<file path="config.mk">
export PLATFORM = sky130hd
export DESIGN_NAME = dual_throttle_ramp_pulse_top
export DESIGN_NICKNAME = d
export VERILOG_FILES = /design/src/hw/rtl/dtrp_pkg.sv /design/src/hw/rtl/dtrp_front.sv /design/src/hw/rtl/dtrp_queue.sv /design/src/hw/rtl/dtrp_back.sv /design/src/hw/rtl/dual_throttle_ramp_pulse_top.sv
export SDC_FILE = /design/constraint.sdc
export NUM_CORES = 1
export LEC_CHECK = 0
export BUFFER_PORTS_ARGS = -buffer_cell sky130_fd_sc_hd__buf_2
export CORE_MARGIN = 5
export CORE_UTILIZATION = 65
export DETAILED_ROUTE_END_ITERATION = 8
export GPL_ROUTABILITY_DRIVEN = 0
export PLACE_DENSITY = 0.83
export REMOVE_ABC_BUFFERS = 1
export SLEW_MARGIN = 20
export SYNTH_ARGS = -nofsm -noshare
export SYNTH_HDL_FRONTEND = slang
export SYNTH_SLANG_ARGS = --single-unit
export TNS_END_PERCENT = 1
</file>
<file path="constraint.sdc">
create_clock -name i_clk -period 9.5 [get_ports i_clk]
set_clock_uncertainty 0.05 [all_clocks]
set_input_delay 2.375 -clock i_clk [delete_from_list [all_inputs] [get_ports i_clk]]
set_output_delay 2.375 -clock i_clk [all_outputs]
set_load 0.05 [all_outputs]
</file>
<file path="src/hw/rtl/dtrp_pkg.sv">
// ----------------------------------------------------------------------------
// dtrp_pkg: shared types and constants of the throttle ramp block
// Percent and pulse widths, ramp curve table and the command passed from the
// front end through the queue to the step engine.
// ----------------------------------------------------------------------------
package dtrp_pkg;

    localparam int PctW   = 7;
    localparam int PulseW = 11;
    localparam int CurveW = 17;

    // Ramp length range and default
    localparam int RampStepsMin     = 2;
    localparam int RampStepsMax     = 8;
    localparam int RampStepsDefault = 5;

    localparam logic [PctW-1:0] PctMax      = 7'd100;
    localparam logic [PctW-1:0] ThreshReset = 7'd10;

    localparam logic [PulseW-1:0] PulseOff    = 11'd1000;
    localparam logic [PulseW-1:0] PulseMinRun = 11'd1100;

    // 900/99 in Q16, rounded so that floor(x * PulseScale / 2^16) equals
    // floor(x * 900 / 99) for every x in 0..99
    localparam int                ScaleW     = 20;
    localparam logic [ScaleW-1:0] PulseScale = 20'd595800;

    // Command queue depth
    localparam int QueueDepth = 2;

    // (i/n)^1.8 in Q1.16, row n, column i-1
    localparam logic [CurveW-1:0] CurveQ16 [9][8] = '{
        '{17'd0,     17'd0,     17'd0,     17'd0,     17'd0,     17'd0,     17'd0,     17'd0},
        '{17'd0,     17'd0,     17'd0,     17'd0,     17'd0,     17'd0,     17'd0,     17'd0},
        '{17'd18820, 17'd65536, 17'd0,     17'd0,     17'd0,     17'd0,     17'd0,     17'd0},
        '{17'd9071,  17'd31588, 17'd65536, 17'd0,     17'd0,     17'd0,     17'd0,     17'd0},
        '{17'd5405,  17'd18820, 17'd39047, 17'd65536, 17'd0,     17'd0,     17'd0,     17'd0},
        '{17'd3617,  17'd12595, 17'd26131, 17'd43857, 17'd65536, 17'd0,     17'd0,     17'd0},
        '{17'd2605,  17'd9071,  17'd18820, 17'd31588, 17'd47201, 17'd65536, 17'd0,     17'd0},
        '{17'd1974,  17'd6873,  17'd14260, 17'd23934, 17'd35764, 17'd49656, 17'd65536, 17'd0},
        '{17'd1552,  17'd5405,  17'd11213, 17'd18820, 17'd28123, 17'd39047, 17'd51534, 17'd65536}
    };

    // One command: a single step (base = target, delta = 0) or a ramp
    typedef struct packed {
        logic            ramp;
        logic [PctW-1:0] base_l;
        logic [PctW-1:0] base_r;
        logic [PctW-1:0] delta_l;
        logic [PctW-1:0] delta_r;
    } t_cmd;

endpackage

</file>
<file path="src/hw/rtl/dtrp_front.sv">
// ----------------------------------------------------------------------------
// dtrp_front: target intake and classification
// Clamps targets, compares them with the current throttle, decides between a
// single step and a ramp, and pushes the resulting command to the queue.
// ----------------------------------------------------------------------------
module dtrp_front (
    input  logic                        i_clk,
    input  logic                        i_rst_n,
    input  logic                        i_valid,
    output logic                        o_stall,
    input  logic [dtrp_pkg::PctW-1:0]   i_left_target,
    input  logic [dtrp_pkg::PctW-1:0]   i_right_target,
    input  logic                        i_cfg_wr_en,
    input  logic [dtrp_pkg::PctW-1:0]   i_cfg_wr_data,
    input  logic                        i_queue_full,
    output logic                        o_push,
    output dtrp_pkg::t_cmd              o_cmd
);
    import dtrp_pkg::*;

    logic [PctW-1:0] r_thresh;
    logic [PctW-1:0] r_cur_l;
    logic [PctW-1:0] r_cur_r;

    logic [PctW-1:0] tgt_l;
    logic [PctW-1:0] tgt_r;
    logic [PctW-1:0] delta_l;
    logic [PctW-1:0] delta_r;
    logic            drop;
    logic            small_rise;
    logic            ramp;

    // Clamp targets and classify the move
    always_comb begin
        tgt_l      = (i_left_target  > PctMax) ? PctMax : i_left_target;
        tgt_r      = (i_right_target > PctMax) ? PctMax : i_right_target;
        drop       = (tgt_l < r_cur_l) || (tgt_r < r_cur_r);
        delta_l    = tgt_l - r_cur_l;
        delta_r    = tgt_r - r_cur_r;
        small_rise = (delta_l < r_thresh) && (delta_r < r_thresh);
        ramp       = !drop && !small_rise;
    end

    // Build the command
    always_comb begin
        o_cmd.ramp    = ramp;
        o_cmd.base_l  = ramp ? r_cur_l : tgt_l;
        o_cmd.base_r  = ramp ? r_cur_r : tgt_r;
        o_cmd.delta_l = ramp ? delta_l : '0;
        o_cmd.delta_r = ramp ? delta_r : '0;
    end

    assign o_stall = i_queue_full;
    assign o_push  = i_valid && !i_queue_full;

    // Hold threshold and current throttle
    always_ff @(posedge i_clk) begin
        if (!i_rst_n) begin
            r_thresh <= ThreshReset;
            r_cur_l  <= '0;
            r_cur_r  <= '0;
        end else begin
            if (i_cfg_wr_en) begin
                r_thresh <= i_cfg_wr_data;
            end
            if (o_push) begin
                r_cur_l <= tgt_l;
                r_cur_r <= tgt_r;
            end
        end
    end

endmodule

</file>
<file path="src/hw/rtl/dtrp_queue.sv">
// ----------------------------------------------------------------------------
// dtrp_queue: command queue
// Short first-in first-out buffer between the front end and the step engine.
// ----------------------------------------------------------------------------
module dtrp_queue (
    input  logic            i_clk,
    input  logic            i_rst_n,
    input  logic            i_push,
    input  dtrp_pkg::t_cmd  i_cmd,
    output logic            o_full,
    output logic            o_head_valid,
    output dtrp_pkg::t_cmd  o_head,
    input  logic            i_pop
);
    import dtrp_pkg::*;

    localparam int PtrW = (QueueDepth > 1) ? $clog2(QueueDepth) : 1;
    localparam int CntW = $clog2(QueueDepth + 1);
    localparam logic [PtrW-1:0] PtrLast = PtrW'(QueueDepth - 1);

    t_cmd            r_mem [QueueDepth];
    logic [PtrW-1:0] r_wr_ptr;
    logic [PtrW-1:0] r_rd_ptr;
    logic [CntW-1:0] r_count;

    assign o_full       = (r_count == CntW'(QueueDepth));
    assign o_head_valid = (r_count != '0);
    assign o_head       = r_mem[r_rd_ptr];

    // Store entry
    always_ff @(posedge i_clk) begin
        if (i_push) begin
            r_mem[r_wr_ptr] <= i_cmd;
        end
    end

    // Advance pointers and count
    always_ff @(posedge i_clk) begin
        if (!i_rst_n) begin
            r_wr_ptr <= '0;
            r_rd_ptr <= '0;
            r_count  <= '0;
        end else begin
            if (i_push) begin
                r_wr_ptr <= (r_wr_ptr == PtrLast) ? '0 : r_wr_ptr + 1'b1;
            end
            if (i_pop) begin
                r_rd_ptr <= (r_rd_ptr == PtrLast) ? '0 : r_rd_ptr + 1'b1;
            end
            case ({i_push, i_pop})
                2'b10:   r_count <= r_count + 1'b1;
                2'b01:   r_count <= r_count - 1'b1;
                default: r_count <= r_count;
            endcase
        end
    end

endmodule

</file>
<file path="src/hw/rtl/dtrp_back.sv">
// ----------------------------------------------------------------------------
// dtrp_back: ramp step engine
// Issues one step per cycle from the queue head unless stalled, scales the
// delta by the curve factor, adds the base, converts percent to pulse width.
// ----------------------------------------------------------------------------
module dtrp_back #(
    parameter int RAMP_STEPS = dtrp_pkg::RampStepsDefault
) (
    input  logic                          i_clk,
    input  logic                          i_rst_n,
    input  logic                          i_head_valid,
    input  dtrp_pkg::t_cmd                i_head,
    output logic                          o_pop,
    output logic                          o_valid,
    input  logic                          i_stall,
    output logic [dtrp_pkg::PulseW-1:0]   o_left_pulse,
    output logic [dtrp_pkg::PulseW-1:0]   o_right_pulse,
    output logic                          o_last_step
);
    import dtrp_pkg::*;

    localparam int NSteps = (RAMP_STEPS < RampStepsMin) ? RampStepsMin :
                            (RAMP_STEPS > RampStepsMax) ? RampStepsMax : RAMP_STEPS;
    localparam int StepW  = $clog2(NSteps);
    localparam logic [StepW-1:0] StepLast = StepW'(NSteps - 1);
    localparam int ProdW  = PctW + CurveW;
    localparam int PulseProdW = PctW + ScaleW;

    logic [StepW-1:0] r_step;

    // Stage 1: scaled increments
    logic            r1_valid;
    logic            r1_last;
    logic [PctW-1:0] r1_base_l;
    logic [PctW-1:0] r1_base_r;
    logic [PctW-1:0] r1_inc_l;
    logic [PctW-1:0] r1_inc_r;

    // Stage 2: percent per channel
    logic            r2_valid;
    logic            r2_last;
    logic [PctW-1:0] r2_pct_l;
    logic [PctW-1:0] r2_pct_r;

    // Stage 3: output register
    logic              r_out_valid;
    logic              r_out_last;
    logic [PulseW-1:0] r_out_l;
    logic [PulseW-1:0] r_out_r;

    logic              advance;
    logic              issue;
    logic              step_last;
    logic [CurveW-1:0] factor;
    logic [ProdW-1:0]  prod_l;
    logic [ProdW-1:0]  prod_r;
    logic [PctW:0]     sum_l;
    logic [PctW:0]     sum_r;
    logic [PulseW-1:0] pulse_l;
    logic [PulseW-1:0] pulse_r;

    // Percent to pulse: 0 is off, otherwise 1100 + (p-1)*900/99
    function automatic logic [PulseW-1:0] pct_to_pulse(input logic [PctW-1:0] p);
        logic [PulseProdW-1:0] scaled;
        scaled = PulseProdW'(p - 1'b1) * PulseProdW'(PulseScale);
        if (p == '0) begin
            return PulseOff;
        end
        return PulseMinRun + scaled[PulseProdW-1:16];
    endfunction

    // Move the whole pipeline when the output register is free
    assign advance   = !r_out_valid || !i_stall;
    assign issue     = advance && i_head_valid;
    assign step_last = !i_head.ramp || (r_step == StepLast);
    assign o_pop     = issue && step_last;
    assign factor    = CurveQ16[NSteps][3'(r_step)];

    assign prod_l  = ProdW'(i_head.delta_l) * ProdW'(factor);
    assign prod_r  = ProdW'(i_head.delta_r) * ProdW'(factor);
    assign sum_l   = {1'b0, r1_base_l} + {1'b0, r1_inc_l};
    assign sum_r   = {1'b0, r1_base_r} + {1'b0, r1_inc_r};
    assign pulse_l = pct_to_pulse(r2_pct_l);
    assign pulse_r = pct_to_pulse(r2_pct_r);

    // Control: step counter and stage valids
    always_ff @(posedge i_clk) begin
        if (!i_rst_n) begin
            r_step      <= '0;
            r1_valid    <= 1'b0;
            r2_valid    <= 1'b0;
            r_out_valid <= 1'b0;
        end else if (advance) begin
            if (issue) begin
                r_step <= step_last ? '0 : r_step + 1'b1;
            end
            r1_valid    <= issue;
            r2_valid    <= r1_valid;
            r_out_valid <= r2_valid;
        end
    end

    // Datapath stages
    always_ff @(posedge i_clk) begin
        if (advance) begin
            r1_last    <= step_last;
            r1_base_l  <= i_head.base_l;
            r1_base_r  <= i_head.base_r;
            r1_inc_l   <= prod_l[16 +: PctW];
            r1_inc_r   <= prod_r[16 +: PctW];
            r2_last    <= r1_last;
            r2_pct_l   <= sum_l[PctW-1:0];
            r2_pct_r   <= sum_r[PctW-1:0];
            r_out_last <= r2_last;
            r_out_l    <= pulse_l;
            r_out_r    <= pulse_r;
        end
    end

    assign o_valid       = r_out_valid;
    assign o_last_step   = r_out_last;
    assign o_left_pulse  = r_out_l;
    assign o_right_pulse = r_out_r;

endmodule

</file>
<file path="src/hw/rtl/dual_throttle_ramp_pulse_top.sv">
// ----------------------------------------------------------------------------
// dual_throttle_ramp_pulse_top: two-channel throttle ramp to ESC pulses
// Turns left/right throttle targets in percent into ESC pulse-width pairs,
// ramping large rises along a 1.8-power curve.
// ----------------------------------------------------------------------------
// Usage:
//   Input channel (i_in_valid / o_in_stall) carries a target pair. Each
//   transaction yields one pulse pair, or RAMP_STEPS pairs when neither
//   channel drops and the rise on either reaches the fast threshold;
//   o_last_step marks the final pair of a transaction.
//   Output channel (o_out_valid / i_out_stall) carries the pulse pairs.
//   Configuration: i_cfg_wr_en writes i_cfg_wr_data to the fast threshold;
//   write it only while no transaction is in flight.
//   Path: once an input transaction is accepted, its first pulse pair passes
//   the queue, scale, sum and pulse output stages in turn.
//   Throughput: the step engine issues one pulse pair per cycle unless
//   stalled: one step per single move, RAMP_STEPS (5 by default) per ramp.
//   A 2-entry command queue lets new targets be accepted during a ramp.
//   Reset (i_rst_n low, synchronous) clears the current throttle to 0, the
//   threshold to 10 and empties the queue and pipeline.
//   When i_out_stall is high with a pair presented, that pair holds and the
//   engine freezes; once the queue fills, o_in_stall rises.
// ----------------------------------------------------------------------------
module dual_throttle_ramp_pulse_top #(
    parameter int RAMP_STEPS = dtrp_pkg::RampStepsDefault
) (
    input  logic                          i_clk,
    input  logic                          i_rst_n,
    input  logic                          i_in_valid,
    output logic                          o_in_stall,
    input  logic [dtrp_pkg::PctW-1:0]     i_left_target,
    input  logic [dtrp_pkg::PctW-1:0]     i_right_target,
    input  logic                          i_cfg_wr_en,
    input  logic [dtrp_pkg::PctW-1:0]     i_cfg_wr_data,
    output logic                          o_out_valid,
    input  logic                          i_out_stall,
    output logic [dtrp_pkg::PulseW-1:0]   o_left_pulse,
    output logic [dtrp_pkg::PulseW-1:0]   o_right_pulse,
    output logic                          o_last_step
);
    import dtrp_pkg::*;

    logic push;
    logic pop;
    logic queue_full;
    logic head_valid;
    t_cmd push_cmd;
    t_cmd head_cmd;

    // Classify incoming targets
    dtrp_front u_front (
        .i_clk          (i_clk),
        .i_rst_n        (i_rst_n),
        .i_valid        (i_in_valid),
        .o_stall        (o_in_stall),
        .i_left_target  (i_left_target),
        .i_right_target (i_right_target),
        .i_cfg_wr_en    (i_cfg_wr_en),
        .i_cfg_wr_data  (i_cfg_wr_data),
        .i_queue_full   (queue_full),
        .o_push         (push),
        .o_cmd          (push_cmd)
    );

    // Buffer commands
    dtrp_queue u_queue (
        .i_clk        (i_clk),
        .i_rst_n      (i_rst_n),
        .i_push       (push),
        .i_cmd        (push_cmd),
        .o_full       (queue_full),
        .o_head_valid (head_valid),
        .o_head       (head_cmd),
        .i_pop        (pop)
    );

    // Generate pulse pairs
    dtrp_back #(
        .RAMP_STEPS (RAMP_STEPS)
    ) u_back (
        .i_clk         (i_clk),
        .i_rst_n       (i_rst_n),
        .i_head_valid  (head_valid),
        .i_head        (head_cmd),
        .o_pop         (pop),
        .o_valid       (o_out_valid),
        .i_stall       (i_out_stall),
        .o_left_pulse  (o_left_pulse),
        .o_right_pulse (o_right_pulse),
        .o_last_step   (o_last_step)
    );

endmodule

</file>
==> results.cfg, run 1 <==
[die]
die_h_um = 181
dieArea_mm2 = 0.0328
boundaryPins = 51
design.core.area_mm2 = 0.0289
die_x_um = 181
start_util_pct = 66.1
row_count = 62

[sta]
maxSlewHeadroom_pct = 24.5
fin_setup_tns_ns = 0
setup-violations-final = 0
finalMaxSlewViolations = 0
timing.final.ws_setup_ns = 1.04
max_freq_ghz = 0.118
tightest_slew_ns = 1.10
hold_viol = 0
period_minus_slack_ns = 8.46
rsz0062_at_grt = false
post-route-period-util_pct = 89.1

[global_routing]
grt_pass1_wl_um = 69700
grt_start_max_net_pins = 72
grt_overflow_total = 0
grt_usage_pct = 25.7
grt_pass1_vias = 14900
antenna_found_initial = 1

[cells_and_area]
drive_gt1_share_pct = 7.93
antenna_cells = 0
nets = 2498
area_growth_pct = 6.47

[route]
vias_per_cell = 5.73
drt_iter0_markers = 753
drt-pass1-iter-count = 5
wl_per_cell_um = 17.2
ant_nets = 0
drt_wl_total_um = 40800
drc_errors = 0
num_vias = 13600

[yosys]
postSynthAreaPerCell_um2 = 9.80
synth_edf_count = 125
ys.flop_type = edfxtp_1
synth.distinct_cells = 78
ys_seq_area_share_pct = 23.1
synthArstFlopShare_pct = 0
synth.cell_area_mm2 = 0.0191
ys_warn_count = 0
synth_cells = 1945
ys_ff_latch = 157

[clocking]
cts_made_buffers = 17
postCtsHoldBufs = 0
post-cts-setup-buffer-count = 0
path_clk_slew_ns = 0.08
cts_resized = 0
root_buffer = clkbuf_16
htreeDepth = 4
tritoncts = built
clk_path_buf_depth = 2
clock_latency_ns = 0.44
cts_sinks = 157

[critical_path]
max_stage_delay_ns = 0.55
regToRegSetupSlack_ns = 1.04
required_ns = 9.63
slowest_stage = fa_1
start_kind = flip-flop
critPathCaptureType = flip-flop
worst_path_most_repeated_cell = ha_1
critPathKind = flip-flop to flip-flop
path_max_fanout = 6
arrival_ns = 8.59

[hold_path]
hold_path.class = flip-flop to flip-flop

[run_status]
outcome = complete, no violations

[place]
port-buffer-count = 50
dp_hpwl_um = 31800
post-place-ws_ns = 1.13

[flow_run]
cap_violations = 0
cells in the mapped netlist, drive strengths merged (33+ instances only):
| cell | number | area, um2 |
|---|---|---|
| inv | 405 | 1520 |
| nand2 | 106 | 398 |
| and2 | 33 | 206 |
| clkbuf | 41 | 154 |
| fa | 181 | 3620 |
| a21oi | 61 | 320 |
| nor2 | 110 | 415 |
| ha | 312 | 3900 |
| o21ai | 40 | 204 |
| edfxtp | 125 | 3750 |
| xor2 | 35 | 307 |
| xnor2 | 97 | 850 |
| or3 | 40 | 250 |
flip-flops by register name (all words and copies together), names as in the netlist, 2 cells and up, named ones only:
signal	flops
u_back.o_left_pulse	11
u_back.o_right_pulse	11
u_back.r1_base_l	7
u_back.r1_base_r	7
u_back.r1_inc_l	7
u_back.r1_inc_r	7
u_back.r2_pct_l	7
u_back.r2_pct_r	7
u_back.r_step	3
u_front.r_cur_l	7
u_front.r_cur_r	7
u_front.r_thresh	7
u_queue.r_count	2
u_queue.r_mem	58
metrics by stage:
step	std cells	util [%]	hold WS [ns]	area [um2]
2_1_floorplan	1897	-	0.350	18900
3_3_place_gp	2344	68.3	0.368	19700
3_5_place_dp	2344	68.3	0.367	19700
4_1_cts	2376	70.3	0.403	20300
5_1_grt	2376	70.3	0.407	20300
6_report	2376	70.3	0.400	20300
worst max-delay path, delay by kind of cell (launching register included):
kind	cells	cell delay [ns]
compound gates	6	1.50
buf+inv	5	0.55
simple gates	6	1.35
fa+ha+maj	9	3.17
xor+xnor	3	1.13
flops	1	0.42
path summary, 6_finish.rpt:
path,depth (start not counted),from,endpoint
max,29,u_back.r2_pct_l[1],u_back.o_left_pulse[10]
min,0,u_back.r1_last,u_back.r2_last
max reg2reg,29,u_back.r2_pct_l[1],u_back.o_left_pulse[10]
min reg2reg,0,u_back.r1_last,u_back.r2_last
metal layers:
| metal | GRT usage (%) | wire length, um | up-vias |
|---|---|---|---|
| met2 | 46.5 | 20700 | 447 |
| met3 | 4.06 | 2540 | 116 |
| met5 | 0 | 13 | - |
| met1 | 31.1 | 16200 | 6629 |
| li1 | - | - | 6418 |
| met4 | 9.04 | 1340 | 2 |
layout by cell type (no fill, tap or decap), types with 4 or more instances in the layout:
master	n
nand3_1	19
o21bai_1	11
nand4_1	7
a31oi_1	7
a211oi_1	6
buf_4	13
dfxtp_1	31
o21ai_1	9
or3_1	40
a21boi_0	18
nand2_1	105
buf_2	50
clkbuf_16	17
a21oi_2	4
o21ai_0	30
inv_2	4
nor4_1	6
nor3_1	30
xnor2_1	97
and3_1	13
o31ai_1	4
mux2_2	29
inv_1	401
a21oi_1	57
mux2i_1	22
or2_2	8
fa_1	181
edfxtp_1	125
xor2_1	35
nor2_1	108
o211ai_1	5
a21o_1	24
nor3b_1	4
o21a_1	13
nand2b_1	17
nor2b_1	28
and2_1	32
ha_1	312
area by class of cell:
type | instances | area [um2]
Sequential cell | 157 | 4400
Tap cell | 384 | 480
Multi-Input combinational cell | 1333 | 12900
Clock buffer | 19 | 443
Timing Repair Buffer | 63 | 348
Fill cell | 2087 | 8560
Inverter | 407 | 1530
Clock inverter | 13 | 151
logic make-up after synthesis:
group / Yosys count / synth area share [%]
DFF: 157 / 23.1
muxes: 55 / 3.12
AOI/OAI and AO/OA: 216 / 7.66
buffers and inverters: 455 / 9.07
other: 1 / 0.0197
and+or+nand+nor: 434 / 11.4
adders and majority gates: 495 / 39.6
xor gates and xnor gates: 132 / 6.07
Power of run 1 is left out: the tool's default activity adds up to more than one toggle a clock period on the data nets, which glitch-free logic cannot reach.
==> run 2: changes to the inputs <==
Settings changed: CAP_MARGIN from default to 25, CTS_BUF_LIST from default to sky130_fd_sc_hd__clkbuf_16.
==> results.cfg, run 2 (synthesized netlist as in run 1, its figures left out) <==
[cells_and_area]
nets = 2501
multi_input_area_mm2 = 0.0129
antenna_cells = 0
largest_reg_flops = 58
regMostFlops = u_queue.r_mem
mostFrequentLayoutCell = inv_1
fillers = 2108
area_growth_pct = 6.74
regArea_mm2 = 0.00440
drive_gt1_share_pct = 8.02
final_cell_mix = inv_1 (402), ha_1 (312), fa_1 (181)

[place]
dp_hpwl_um = 31800
port-buffer-count = 50

[route]
drt-pass1-iter-count = 6
vias_per_cell = 5.77
top_layer = met4
wl_met1_um = 16200
num_vias = 13700
wl_per_cell_um = 17.2
drt_wl_total_um = 41000
drc_errors = 0
ant_nets = 0
dr_wl_met3_um = 2440
drt_iter0_markers = 918
met2_length_um = 21100

[global_routing]
grt_usage_pct = 25.7
grt_overflow_total = 0
antenna_found_initial = 0
grt_pass1_wl_um = 69800
grt_start_max_net_pins = 72
grt_pass1_vias = 14800

[die]
dieArea_mm2 = 0.0328
die_h_um = 181
boundaryPins = 51
start_util_pct = 66.1
design.core.area_mm2 = 0.0289
row_count = 62
die_x_um = 181

[clocking]
tritoncts = built
clk_path_buf_depth = 2
htreeDepth = 4
root_buffer = clkbuf_16
clock_latency_ns = 0.44
cts_sinks = 157
postCtsHoldBufs = 0
path_clk_slew_ns = 0.08
cts_resized = 0
cts_made_buffers = 17
post-cts-setup-buffer-count = 0

[critical_path]
start_kind = flip-flop
r2r_start = u_back.r2_pct_l[1]
worst-path-buf-inv = 5
slowest_stage = fa_1
path_max_fanout = 6
critPathCaptureType = flip-flop
worst_path_most_repeated_cell = ha_1
setup.worst_path.start = u_back.r2_pct_l[1]
crit_family = adder cells
max_stage_delay_ns = 0.54
required_ns = 9.64
arrival_ns = 8.56
critPathKind = flip-flop to flip-flop

[sta]
maxSlewHeadroom_pct = 27.8
max_freq_ghz = 0.119
setup-violations-final = 0
post-route-period-util_pct = 88.7
fin_setup_tns_ns = 0
period_minus_slack_ns = 8.43
finalMaxSlewViolations = 0
hold_viol = 0
rsz0062_at_grt = false
tightest_slew_ns = 1.05

[hold_path]
hold_path.class = flip-flop to flip-flop
hold_start = u_back.r2_last

[run_status]
outcome = complete, no violations

[flow_run]
cap_violations = 0
run 2: cell types whose count changed in the layout (fill, tap and decap cells not counted):
cell,before,now
inv_1,401,402
buf_16,0,2
buf_4,13,14
clkbuf_8,1,0
clkinv_1,2,3
clkbuf_1,1,0
run 2: worst paths after layout:
path,to,slack [ns],cells after the start
setup / recovery,u_back.o_left_pulse[10],1.07,29
hold / removal,u_back.o_last_step,0.40,0
setup reg to reg,u_back.o_left_pulse[10],1.07,29
hold reg to reg,u_back.o_last_step,0.40,0
run 2: metrics by stage:
step | utilization (%) | cells | cell area, um2 | setup slack (ns) | hold WS, ns
6_report | 70.5 | 2379 | 20300 | 1.07 | 0.401
5_1_grt | 70.5 | 2379 | 20300 | 0.521 | 0.403
4_1_cts | 70.3 | 2377 | 20300 | 1.11 | 0.392
3_5_place_dp | 68.3 | 2345 | 19700 | 1.15 | 0.367
3_3_place_gp | 68.3 | 2344 | 19700 | 1.60 | 0.368
2_1_floorplan | - | 1897 | 18900 | 1.74 | 0.350
run 2: final cells by class:
cell class / instances / area share [%]
Timing Repair Buffer: 66 / 2.02
Tap cell: 384 / 2.36
Clock inverter: 15 / 0.781
Inverter: 407 / 7.51
Multi-Input combinational cell: 1333 / 63.6
Clock buffer: 17 / 2.09
Sequential cell: 157 / 21.6
run 2: metal layers:
metal	global-route usage, %	vias up
met5	0	-
met3	3.58	130
met4	8.56	0
li1	-	6436
met1	31.1	6692
met2	47.2	478
Power of run 2 is left out for the same reason.
